==> src/rtl/nlp_pkg.sv <==
// Shared constants and types for the next-permutation core.
package nlp_pkg;

  localparam int MAX_LEN = 16;
  localparam int ELEM_W  = 5;
  localparam int LEN_W   = 5;
  localparam int ADDR_W  = $clog2(MAX_LEN);
  localparam int OBUF_DEPTH = 2;
  localparam int OCNT_W  = $clog2(OBUF_DEPTH + 1);

  typedef enum logic [1:0] {
    ST_LOAD,
    ST_PSCAN,
    ST_JSCAN,
    ST_EMIT
  } seq_state_e;

  typedef struct packed {
    logic [ELEM_W-1:0] elem;
    logic              last;
    logic              wrapped;
  } res_t;

  typedef struct packed {
    logic valid;
    res_t res;
  } push_t;

  typedef struct packed {
    logic [OCNT_W-1:0] count;
    logic              pop;
  } obuf_stat_t;

endpackage

==> src/rtl/nlp_ram.sv <==
// Simple dual-port RAM, one write and one registered read port.
module nlp_ram #(
  parameter int DEPTH = 16,
  parameter int WIDTH = 5
) (
  input  logic                     clk_i,
  input  logic                     we_i,
  input  logic [$clog2(DEPTH)-1:0] waddr_i,
  input  logic [WIDTH-1:0]         wdata_i,
  input  logic                     re_i,
  input  logic [$clog2(DEPTH)-1:0] raddr_i,
  output logic [WIDTH-1:0]         rdata_o
);

  logic [WIDTH-1:0] mem_q [DEPTH];
  logic [WIDTH-1:0] rdata_q;

  always_ff @(posedge clk_i) begin
    if (we_i) begin
      mem_q[waddr_i] <= wdata_i;
    end
  end

  always_ff @(posedge clk_i) begin
    if (re_i) begin
      rdata_q <= mem_q[raddr_i];
    end
  end

  assign rdata_o = rdata_q;

endmodule

==> src/rtl/nlp_obuf.sv <==
// Two-entry result buffer between the sequencer and the output port.
module nlp_obuf (
  input  logic                clk_i,
  input  logic                rst_ni,
  input  nlp_pkg::push_t      push_i,
  output nlp_pkg::obuf_stat_t stat_o,
  output logic                res_valid_o,
  input  logic                res_ready_i,
  output nlp_pkg::res_t       res_o
);

  nlp_pkg::res_t                    buf_q [nlp_pkg::OBUF_DEPTH];
  logic [nlp_pkg::OCNT_W-1:0]       count_q, count_d;
  logic                             wr_q, rd_q;
  logic                             pop;

  assign res_valid_o = (count_q != '0);
  assign pop         = res_valid_o & res_ready_i;
  assign res_o       = buf_q[rd_q];

  always_comb begin
    count_d = count_q;
    if (push_i.valid && !pop) begin
      count_d = count_q + nlp_pkg::OCNT_W'(1);
    end else if (!push_i.valid && pop) begin
      count_d = count_q - nlp_pkg::OCNT_W'(1);
    end
  end

  always_ff @(posedge clk_i or negedge rst_ni) begin
    if (!rst_ni) begin
      count_q <= '0;
      wr_q    <= 1'b0;
      rd_q    <= 1'b0;
    end else begin
      count_q <= count_d;
      if (push_i.valid) wr_q <= ~wr_q;
      if (pop)          rd_q <= ~rd_q;
    end
  end

  always_ff @(posedge clk_i) begin
    if (push_i.valid) begin
      buf_q[wr_q] <= push_i.res;
    end
  end

  assign stat_o.count = count_q;
  assign stat_o.pop   = pop;

endmodule

==> src/rtl/nlp_seq.sv <==
// Load / pivot scan / swap scan / emit sequencer around the element RAM.
module nlp_seq (
  input  logic                             clk_i,
  input  logic                             rst_ni,
  input  logic [nlp_pkg::LEN_W-1:0]        n_i,
  input  logic                             in_valid_i,
  input  logic [nlp_pkg::ELEM_W-1:0]       in_elem_i,
  output logic                             in_ready_o,
  output logic                             we_o,
  output logic [nlp_pkg::ADDR_W-1:0]       waddr_o,
  output logic [nlp_pkg::ELEM_W-1:0]       wdata_o,
  output logic                             re_o,
  output logic [nlp_pkg::ADDR_W-1:0]       raddr_o,
  input  logic [nlp_pkg::ELEM_W-1:0]       rdata_i,
  input  nlp_pkg::obuf_stat_t              stat_i,
  output nlp_pkg::push_t                   push_o
);

  localparam int AW = nlp_pkg::ADDR_W;
  localparam int EW = nlp_pkg::ELEM_W;
  localparam int LW = nlp_pkg::LEN_W;

  nlp_pkg::seq_state_e state_q, state_d;
  logic [AW-1:0] cnt_q, cnt_d;
  logic [AW-1:0] scan_q, scan_d;
  logic          sdone_q, sdone_d;
  logic          rv_q, rv_d;
  logic [AW-1:0] ra_q, ra_d;
  logic [EW-1:0] prev_q, prev_d;
  logic [EW-1:0] pv_q, pv_d;
  logic [AW-1:0] piv_q, piv_d;
  logic [AW-1:0] j_q, j_d;
  logic          wrap_q, wrap_d;
  logic [AW-1:0] k_q, k_d;
  logic          ev_q, ev_d;
  logic          elast_q, elast_d;
  logic          eovr_q, eovr_d;
  logic [EW-1:0] eval_q, eval_d;

  logic [AW-1:0] n_last;
  logic [AW-1:0] src;
  logic          issue;
  logic          credit;

  assign n_last = AW'(n_i - LW'(1));
  // mirrored suffix position: k = piv+1 reads the last entry
  assign src    = n_last + piv_q + AW'(1) - k_q;
  assign credit = ({1'b0, stat_i.count} + {2'b00, ev_q})
                  < ({1'b0, nlp_pkg::OCNT_W'(2)} + {2'b00, stat_i.pop});

  always_comb begin
    state_d = state_q;
    cnt_d   = cnt_q;
    scan_d  = scan_q;
    sdone_d = sdone_q;
    prev_d  = prev_q;
    pv_d    = pv_q;
    piv_d   = piv_q;
    j_d     = j_q;
    wrap_d  = wrap_q;
    k_d     = k_q;
    elast_d = elast_q;
    eovr_d  = eovr_q;
    eval_d  = eval_q;
    ev_d    = 1'b0;
    issue   = 1'b0;
    in_ready_o = 1'b0;
    we_o    = 1'b0;
    waddr_o = cnt_q;
    wdata_o = in_elem_i;
    re_o    = 1'b0;
    raddr_o = scan_q;

    unique case (state_q)
      nlp_pkg::ST_LOAD: begin
        in_ready_o = 1'b1;
        if (in_valid_i) begin
          we_o = 1'b1;
          if ((LW'(cnt_q) + LW'(1)) >= n_i) begin
            cnt_d   = '0;
            state_d = nlp_pkg::ST_PSCAN;
            scan_d  = n_last;
            sdone_d = 1'b0;
          end else begin
            cnt_d = cnt_q + AW'(1);
          end
        end
      end

      nlp_pkg::ST_PSCAN: begin
        issue = ~sdone_q;
        if (issue) begin
          if (scan_q == '0) sdone_d = 1'b1;
          else              scan_d  = scan_q - AW'(1);
        end
        if (rv_q) begin
          if (ra_q == n_last) begin
            prev_d = rdata_i;
          end else if (rdata_i < prev_q) begin
            piv_d   = ra_q;
            pv_d    = rdata_i;
            wrap_d  = 1'b0;
            state_d = nlp_pkg::ST_JSCAN;
            scan_d  = n_last;
            sdone_d = 1'b0;
          end else begin
            prev_d = rdata_i;
            if (ra_q == '0) begin
              // no ascent anywhere: wrap to the identity
              wrap_d  = 1'b1;
              k_d     = '0;
              state_d = nlp_pkg::ST_EMIT;
            end
          end
        end
      end

      nlp_pkg::ST_JSCAN: begin
        issue = ~sdone_q;
        if (issue) begin
          if (scan_q == '0) sdone_d = 1'b1;
          else              scan_d  = scan_q - AW'(1);
        end
        if (rv_q && (rdata_i > pv_q)) begin
          j_d     = ra_q;
          k_d     = '0;
          state_d = nlp_pkg::ST_EMIT;
        end
      end

      nlp_pkg::ST_EMIT: begin
        issue = credit;
        if (k_q < piv_q)       raddr_o = k_q;
        else if (k_q == piv_q) raddr_o = j_q;
        else                   raddr_o = src;
        if (issue) begin
          ev_d    = 1'b1;
          elast_d = (k_q == n_last);
          eovr_d  = wrap_q || ((k_q > piv_q) && (src == j_q));
          eval_d  = wrap_q ? (EW'(k_q) + EW'(1)) : pv_q;
          k_d     = k_q + AW'(1);
          if (k_q == n_last) state_d = nlp_pkg::ST_LOAD;
        end
      end

      default: state_d = nlp_pkg::ST_LOAD;
    endcase

    re_o = issue;
    ra_d = raddr_o;
    rv_d = issue && (state_q != nlp_pkg::ST_EMIT) && (state_d == state_q);
  end

  always_ff @(posedge clk_i or negedge rst_ni) begin
    if (!rst_ni) begin
      state_q <= nlp_pkg::ST_LOAD;
      cnt_q   <= '0;
      sdone_q <= 1'b0;
      rv_q    <= 1'b0;
      ev_q    <= 1'b0;
    end else begin
      state_q <= state_d;
      cnt_q   <= cnt_d;
      sdone_q <= sdone_d;
      rv_q    <= rv_d;
      ev_q    <= ev_d;
    end
  end

  always_ff @(posedge clk_i) begin
    scan_q  <= scan_d;
    ra_q    <= ra_d;
    prev_q  <= prev_d;
    pv_q    <= pv_d;
    piv_q   <= piv_d;
    j_q     <= j_d;
    wrap_q  <= wrap_d;
    k_q     <= k_d;
    elast_q <= elast_d;
    eovr_q  <= eovr_d;
    eval_q  <= eval_d;
  end

  assign push_o.valid       = ev_q;
  assign push_o.res.elem    = eovr_q ? eval_q : rdata_i;
  assign push_o.res.last    = elast_q;
  assign push_o.res.wrapped = wrap_q;

endmodule

==> src/rtl/next_lexicographic_permutation_core.sv <==
// Sequence: the n-element load, the pivot scan, the swap scan (skipped on a wrap), then the
//   emit reads, whose data pass the RAM read register and the result buffer to the output.
// Loads, scans and emit reads run one after another, the scans and emit reads sharing the
//   single RAM read port; a new load waits for the last emit read and overlaps output drain.
// Results leave through a 2-entry buffer, one per cycle when the consumer is ready.
// Reset (rst_ni low, async): length = 16, load count and buffer cleared; element RAM not cleared.
module next_lexicographic_permutation_core (
  input  logic                          clk_i,
  input  logic                          rst_ni,
  input  logic                          perm_length_we_i,
  input  logic [nlp_pkg::LEN_W-1:0]     perm_length_i,
  input  logic                          element_valid_i,
  output logic                          element_ready_o,
  input  logic [nlp_pkg::ELEM_W-1:0]    element_i,
  output logic                          res_valid_o,
  input  logic                          res_ready_i,
  output logic [nlp_pkg::ELEM_W-1:0]    element_res_o,
  output logic                          last_o,
  output logic                          wrapped_o
);

  localparam int LW = nlp_pkg::LEN_W;

  // length register and clamp into 2..MAX_LEN
  logic [LW-1:0] perm_length_q;
  logic [LW-1:0] n_eff;

  always_ff @(posedge clk_i or negedge rst_ni) begin
    if (!rst_ni) begin
      perm_length_q <= LW'(16);
    end else if (perm_length_we_i) begin
      perm_length_q <= perm_length_i;
    end
  end

  always_comb begin
    if (perm_length_q < LW'(2))                     n_eff = LW'(2);
    else if (perm_length_q > LW'(nlp_pkg::MAX_LEN)) n_eff = LW'(nlp_pkg::MAX_LEN);
    else                                            n_eff = perm_length_q;
  end

  // element RAM ports
  logic                          we;
  logic [nlp_pkg::ADDR_W-1:0]    waddr;
  logic [nlp_pkg::ELEM_W-1:0]    wdata;
  logic                          re;
  logic [nlp_pkg::ADDR_W-1:0]    raddr;
  logic [nlp_pkg::ELEM_W-1:0]    rdata;

  nlp_pkg::push_t      push;
  nlp_pkg::obuf_stat_t ostat;
  nlp_pkg::res_t       res;

  nlp_ram #(
    .DEPTH (nlp_pkg::MAX_LEN),
    .WIDTH (nlp_pkg::ELEM_W)
  ) u_ram (
    .clk_i   (clk_i),
    .we_i    (we),
    .waddr_i (waddr),
    .wdata_i (wdata),
    .re_i    (re),
    .raddr_i (raddr),
    .rdata_o (rdata)
  );

  // sequencer: load, find pivot, find swap partner, emit successor
  nlp_seq u_seq (
    .clk_i      (clk_i),
    .rst_ni     (rst_ni),
    .n_i        (n_eff),
    .in_valid_i (element_valid_i),
    .in_elem_i  (element_i),
    .in_ready_o (element_ready_o),
    .we_o       (we),
    .waddr_o    (waddr),
    .wdata_o    (wdata),
    .re_o       (re),
    .raddr_o    (raddr),
    .rdata_i    (rdata),
    .stat_i     (ostat),
    .push_o     (push)
  );

  // result buffer, decouples emit reads from output backpressure
  nlp_obuf u_obuf (
    .clk_i       (clk_i),
    .rst_ni      (rst_ni),
    .push_i      (push),
    .stat_o      (ostat),
    .res_valid_o (res_valid_o),
    .res_ready_i (res_ready_i),
    .res_o       (res)
  );

  assign element_res_o = res.elem;
  assign last_o        = res.last;
  assign wrapped_o     = res.wrapped;

  // emit credit must never overfill the buffer
  a_no_overflow: assert property (@(posedge clk_i) disable iff (!rst_ni)
    push.valid |-> ((ostat.count != nlp_pkg::OCNT_W'(2)) || ostat.pop))
    else $error("result buffer overflow");

  a_count_range: assert property (@(posedge clk_i) disable iff (!rst_ni)
    ostat.count <= nlp_pkg::OCNT_W'(2))
    else $error("result buffer count out of range");

  // a request ends with last set; the next one on the port cannot be mid-permutation
  a_last_then_empty_or_new: assert property (@(posedge clk_i) disable iff (!rst_ni)
    (push.valid && push.res.last) |=> !push.valid)
    else $error("push directly after last element");

endmodule

==> config.mk <==
export PLATFORM = sky130hd
export DESIGN_NAME = next_lexicographic_permutation_core
export DESIGN_NICKNAME = d
export VERILOG_FILES = /design/src/rtl/nlp_pkg.sv /design/src/rtl/nlp_ram.sv /design/src/rtl/nlp_obuf.sv /design/src/rtl/nlp_seq.sv /design/src/rtl/next_lexicographic_permutation_core.sv
export SDC_FILE = /design/constraint.sdc
export NUM_CORES = 1
export LEC_CHECK = 0
export BUFFER_PORTS_ARGS = -buffer_cell sky130_fd_sc_hd__clkbuf_2
export CORE_ASPECT_RATIO = 0.7
export CORE_MARGIN = 4
export CORE_UTILIZATION = 30
export CTS_CLUSTER_DIAMETER = 60
export CTS_CLUSTER_SIZE = 12
export DETAILED_ROUTE_END_ITERATION = 6
export SKIP_CTS_REPAIR_TIMING = 1
export SYNTH_ARGS = -nofsm -noshare
export SYNTH_HDL_FRONTEND = slang
export SYNTH_SLANG_ARGS = --single-unit
==> constraint.sdc <==
create_clock -name clk_i -period 6.9 [get_ports clk_i]
set_input_delay 1.035 -clock clk_i [delete_from_list [all_inputs] [get_ports clk_i]]
set_output_delay 1.035 -clock clk_i [all_outputs]
set_load 0.01 [all_outputs]
Yosys cells after proc, flatten, opt, wreduce, memory -nomap -nowiden
Memories as Yosys holds them, arrays and structs flattened. A register that Yosys moved wholly into a read port is not among the register bits.
Index checks and enable logic that the tools add are counted.
- input bits: 15
- bits in read-only memories: 0
- bits in writable memories: 94
- bits in registers: 56
- latch bits: 0
- memories: 2
- memory list (memory ; words ; width ; rd ports ; clocked after Yosys merged registers in ; wr ports ; RTL line ; source):
    u_ram.mem_q ; 16 ; 5 ; 1 ; 1 ; 1 ; nlp_ram.sv:15 ; logic [WIDTH-1:0] mem_q [DEPTH];
    u_obuf.buf_q ; 2 ; 7 ; 1 ; 0 ; 1 ; nlp_obuf.sv:12 ; nlp_pkg::res_t buf_q [nlp_pkg::OBUF_DEPTH];
- reduce and logical (&&, ||, !) cells: 26
- mux-type cells: 56
- multiply operators: 0
- magnitude comparators: 8
- eq/ne operators: 18
- div/mod/pow operators: 0
- shift operators: 0
- $add $sub $neg: 13
- bitwise operators: 5
- operators by type and width (kind ; count):
    4-bit 2-to-1 mux ; 17
    5-bit 2-to-1 mux ; 6
    4-bit one-hot mux with 3 select lines ; 2
    2-bit 2-to-1 mux ; 11
    1-bit 2-to-1 mux ; 17
    4-bit == test ; 4
    4-bit by 1-bit adder with 4-bit output, second input constant ; 3
    2-bit by 1-bit != test with 1-bit output, second input constant ; 6
    4-bit by 1-bit adder with 5-bit output, second input constant ; 2
    4-bit logical NOT ; 2
    2-bit != test, second input constant ; 4
    2-bit one-hot mux with 4 select lines ; 1
    4-bit AND reduction ; 2
    4-bit by 1-bit subtractor with 4-bit output, second input constant ; 2
    7-bit AND reduction ; 1
    1-bit logical AND ; 6
    2-bit AND reduction ; 3
    3-bit AND reduction ; 2
    2-bit nonzero test ; 3
    3-bit nonzero test ; 2
    5-bit greater-or-equal comparator ; 1
    5-bit > comparator ; 1
    5-bit > comparator, second input constant ; 1
    5-bit by 2-bit less-than comparator with 1-bit output, second input constant ; 1
    other kinds (21) ; 26

Logic depth before layout (Yosys ltp)
- depth after elaboration: 10
- gate-level depth with buffers: 17
- depth with buffers taken out: 17

By module
A second synthesis with hierarchy kept.
- cell total of the unflattened synthesis: 515
- area, all modules: 7343.3 sq um
- modules (own cells, without submodules) (module ; cells an instance ; area an instance (sq um) ; sequential area each (sq um) ; times used):
    nlp_ram ; 155 ; 3263.1 ; 2552.4 ; 1
    nlp_seq ; 304 ; 3146.8 ; 1326.3 ; 1
    nlp_obuf ; 39 ; 708.2 ; 520.5 ; 1
    next_lexicographic_permutation_core ; 17 ; 225.2 ; 126.4 ; 1

Least setup slack after synthesis
Ideal clock, no wire load.
- path kind: reg2reg
- start point: register perm_length_q[2]
- end point: register u_ram.rdata_q[0], in the netlist u_ram.rdata_o[0] (read register of u_ram.mem_q) (data pin)
- period minus slack after synthesis: 3889 ps
- cell stages (with the launch flop): 17
- path buffers: 2
- arrival: 3620 ps
- setup slack: 3011 ps
- cells stage by stage: dfrtp_1 -> o311a_2 -> inv_1 -> ha_1 -> xor2_1 -> inv_1 -> fa_1 -> ha_1 -> xnor2_1 -> a221oi_1 -> o22ai_1 -> buf_2 -> buf_2 -> mux2i_1 -> nand2_1 -> o2111ai_1 -> nand4_1
- longest elaborated chain between the ends: 10
- ends and longest elaborated chain (item ; RTL line ; source):
    from (decl) ; next_lexicographic_permutation_core.sv:25 ; logic [LW-1:0] perm_length_q;
    from (signal assigned) ; next_lexicographic_permutation_core.sv:32 ; perm_length_q <= perm_length_i;
    5-bit > comparator ; next_lexicographic_permutation_core.sv:38 ; else if (perm_length_q > LW'(nlp_pkg::MAX_LEN)) n_eff = LW'(nlp_pkg::MAX_LEN);
    5-bit 2-to-1 mux ; next_lexicographic_permutation_core.sv:38 ;
    5-bit 2-to-1 mux * ; next_lexicographic_permutation_core.sv:37 ; if (perm_length_q < LW'(2)) n_eff = LW'(2);
    4-bit by 1-bit subtractor with 4-bit output * ; nlp_seq.sv:45 ; assign n_last = AW'(n_i - LW'(1));
    4-bit adder * ; nlp_seq.sv:47 ; assign src = n_last + piv_q + AW'(1) - k_q;
    4-bit by 1-bit adder with 4-bit output * ; nlp_seq.sv:47 ;
    4-bit subtractor * ; nlp_seq.sv:47 ;
    4-bit 2-to-1 mux * ; nlp_seq.sv:134 ; else if (k_q == piv_q) raddr_o = j_q;
    4-bit 2-to-1 mux * ; nlp_seq.sv:133 ; if (k_q < piv_q) raddr_o = k_q;
    4-bit 2-to-1 mux * ; nlp_seq.sv:74 ; unique case (state_q)
    to (decl) ; nlp_ram.sv:16 ; logic [WIDTH-1:0] rdata_q;
Every way passes the cells marked *; elsewhere a longest branch is shown, timed or not.
A chain may end at the register's enable or synchronous reset.

Final worst setup path
- start point: register perm_length_q[2]
- end point: register u_ram.rdata_q[2], in the netlist u_ram.rdata_o[2] (read register of u_ram.mem_q) (data pin)
- longest elaborated chain between the ends: 10
- ends and longest elaborated chain (item ; RTL line ; source):
    5-bit > comparator ; next_lexicographic_permutation_core.sv:38 ;
    5-bit 2-to-1 mux ; next_lexicographic_permutation_core.sv:38 ;
    5-bit 2-to-1 mux * ; next_lexicographic_permutation_core.sv:37 ;
    4-bit by 1-bit subtractor with 4-bit output * ; nlp_seq.sv:45 ;
    4-bit adder * ; nlp_seq.sv:47 ;
    4-bit by 1-bit adder with 4-bit output * ; nlp_seq.sv:47 ;
    4-bit subtractor * ; nlp_seq.sv:47 ;
    4-bit 2-to-1 mux * ; nlp_seq.sv:134 ;
    4-bit 2-to-1 mux * ; nlp_seq.sv:133 ;
    4-bit 2-to-1 mux * ; nlp_seq.sv:74 ;
    via raddr (one bit) ; next_lexicographic_permutation_core.sv:47 ; logic [nlp_pkg::ADDR_W-1:0] raddr;
Mark *: on every way through the listed nets, which the timed path passes. The rest lies on a longest branch.

==> out/results.tsv <==
metric	value	unit
die height	141	um
Avg Synthesized Cell Area	13.1	um^2
DRC Markers	0	
I/O Pins	24	
max_cap viols	0	
post-synthesis sequential element count	155	
Post-synth top flop	edfxtp_1	
Clock Tree Buf Depth	2	
relative slew slack	0.349	
slowest stage cell, crit path	o311a_2	
Max Slew Vio Count	0	
Detailed Route Iter0 Violations	384	
pwr dens	415	nW/um^2
worst hold endpoint	u_obuf.buf_q[1][1]	
largest net degree at the start of global routing	19	
multi-input logic area	2840	um^2
Crit Path Class	reg2reg	
post-layout util	0.348	
worst min-delay path class	reg2reg	
library cells used by synthesis	57	
VDD IR-drop max	0.221	mV
Fmax	0.211	GHz
share of post-route cells with drive strength above 1	0.174	
vias in the first global route	4533	
drt pass-1 iters	5	
first-pass GRT wire length	25900	um
Post-Route Setup TNS	0	ns
EDFF count, synth	133	
Async SR Flop Fraction	0.116	
Hold Fails Final Rpt	0	
FF-to-FF Start	perm_length_q[2]	
cell count after synthesis	577	
via density per instance	4.91	
Worst Skew	0.0135	ns
Clock H-tree levels	4	
die area	27900	um^2
row count	48	
Tot GR Track Use	0.122	
Synth area leader	edfxtp_1	
critical path's largest stage delay	0.47	ns
family with the most delay on the worst path	compound AO/OA/AOI/OAI gates	
commonest non-fill, non-tap cell in the layout	edfxtp_1	
HP Start	u_seq.elast_q	
fin crit share	0.688	
Reg2Reg Setup Slack	2.16	ns
hold path depth	0	
critical path buffer and inverter count	3	
Mapped Nets	634	
Worst-path clk slew	0.07	ns
crit path DAT	4.88	ns
clk root buf	clkbuf_16	
outcome	finished, final reports clean	
startpoint class of the critical path	flip-flop	
CP startpoint	perm_length_q[2]	
DRT Wirelength	16500	um
most frequent cells in the layout	edfxtp_1 (133), inv_1 (39), nor2_1 (39), ha_1 (39), nand2_1 (38)	
Slew @ Worst Pin	0.969	ns
worst r2r path cells	16	
Synth-to-Final Area Change	13.7	%
final net count	660	
Synth area leaders	edfxtp_1 (53%), ha_1 (6.4%), dfrtp_1 (5.6%)	
clk sinks	155	
Tmin final	4.74	ns
Core Box Area	24700	um^2
synthesized cell area	7580	um^2
RSZ-0062 raised after global routing	no	
remaining antenna violation count	0	
CTS tree	built	
DR vias	4618	
Wirelength per Cell	17.6	um
Ys Warns	0	
Critical Path RT	7.04	ns
HPWL Detailed	11800	um
post-synth top area share	0.527	
Max Fanout on Critical Path	11	
Lkg Pwr	0.00318	uW
sequential cell area fraction in the yosys report	0.597	
Skew-Pair Late Insertion Delay	0.43	ns
final RePlAce weighted congestion	0.831	
CP Cell Sequence	o311a_2 > inv_1 > ha_1 > xor2_1 > inv_1 > fa_1 > ha_1 > a21oi_1 > nand2_1 > xnor2_1 > xnor2_1 > a221oi_1 > o21a_1 > clkinv_1 > o2111ai_1 > nand4_1	
fill count	2423	
reg-to-reg critical path endpoint	u_ram.rdata_o[2]	
CTS Buf Count	17	
Die W	198	um
Initial Util	0.306	
n_diodes	0	
buffers added on ports	23	
nature of the critical path endpoint	flip-flop	
Register Area	4530	um^2
grt total ovfl	0	
final setup vio count	0	
initial antenna violation count	0	
## through the flow
stage                     worst slack [ns]  total power, uW  cells  cell area (um^2)  hold slack [ns]
after floorplan                       3.01             2320    577              7580            0.421
after global placement                2.37             2680    909              8060            0.458
after detailed placement              2.23             2680    909              8060            0.452
after CTS                             2.20             3590    941              8620            0.467
after global routing                  1.81             3800    941              8620            0.498
final                                 2.16             3570    941              8620            0.465
## layout make-up
cell class	instances	share of cell area
flip-flops and latches	155	0.525
multi-input cells	363	0.330
clock buffers	17	0.0494
well taps	325	0.0472
inverters	40	0.0174
repair buffers	26	0.0160
clock inverters	15	0.0154
## routing by layer
layer	vias up	routed length (um)	global-route usage	share of wire
li1	2221	-	-	-
met1	2231	8700	0.191	0.53
met2	154	6560	0.160	0.40
met3	12	1100	0.0387	0.067
met4	0	172	0.0322	0.010
met5	-	0	0	0
## report_power, final
part / total [uW] / switching [uW] / leakage [uW] / internal, uW
combinational: 1330 / 789 / 0.00144 / 540
clock: 896 / 421 / 0.000275 / 474
sequential: 1350 / 148 / 0.00146 / 1200
total: 3570 / 1360 / 0.00318 / 2210
## cells by family (layout without fill, tap and decap cells)
group,after synthesis,count (layout),synth area share
compound gates,105,105,0.102
xor+xnor,25,25,0.0289
fa+ha+maj,42,42,0.0723
buf+inv,59,98,0.0300
flops,155,155,0.597
mux,62,62,0.0877
simple gates,129,129,0.0820
## registers in the layout (all words and copies together), names as in the netlist
signal and flops:
u_seq.prev_q 5, u_seq.state_q 2, perm_length_q 5, u_ram.mem_q 80
u_ram.rdata_o 5, u_seq.j_q 4, u_seq.ev_q 1, u_seq.sdone_q 1
u_seq.eovr_q 1, u_seq.piv_q 4, u_seq.rv_q 1, u_seq.k_q 4
u_seq.eval_q 5, u_obuf.count_q 2, u_obuf.buf_q 14, u_seq.scan_q 4
u_seq.waddr_o 4, u_seq.pv_q 5, u_seq.wrap_q 1, u_seq.elast_q 1
u_obuf.rd_q 1, u_seq.ra_q 4, u_obuf.wr_q 1
## how the worst max path moves through the flow
| stage | end | cells past startpoint |
|---|---|---|
| after floorplan | u_ram.rdata_o[0] | 16 |
| after global placement | u_ram.rdata_o[0] | 16 |
| after detailed placement | u_ram.rdata_o[2] | 16 |
| after CTS | u_ram.rdata_o[2] | 16 |
| after global routing | u_ram.rdata_o[1] | 16 |
| final | u_ram.rdata_o[2] | 16 |
## synth_stat cells, types with 4 or more instances
library cell,count
edfxtp_1,133
ha_1,39
inv_1,39
nor2_1,39
nand2_1,38
mux2_2,35
mux2i_1,27
a21oi_1,18
xnor2_1,18
dfrtp_1,17
o2111ai_1,16
o21ai_0,15
clkbuf_1,13
nor3_1,9
nand2b_1,8
nand3_1,7
xor2_1,7
a311oi_1,6
nand4_1,6
nor2b_1,6
o21a_1,6
o31ai_1,6
buf_2,5
o22ai_1,5
a21o_1,4
a31oi_1,4
and2_1,4
dfxtp_1,4
(Power assumes the default switching activity.)
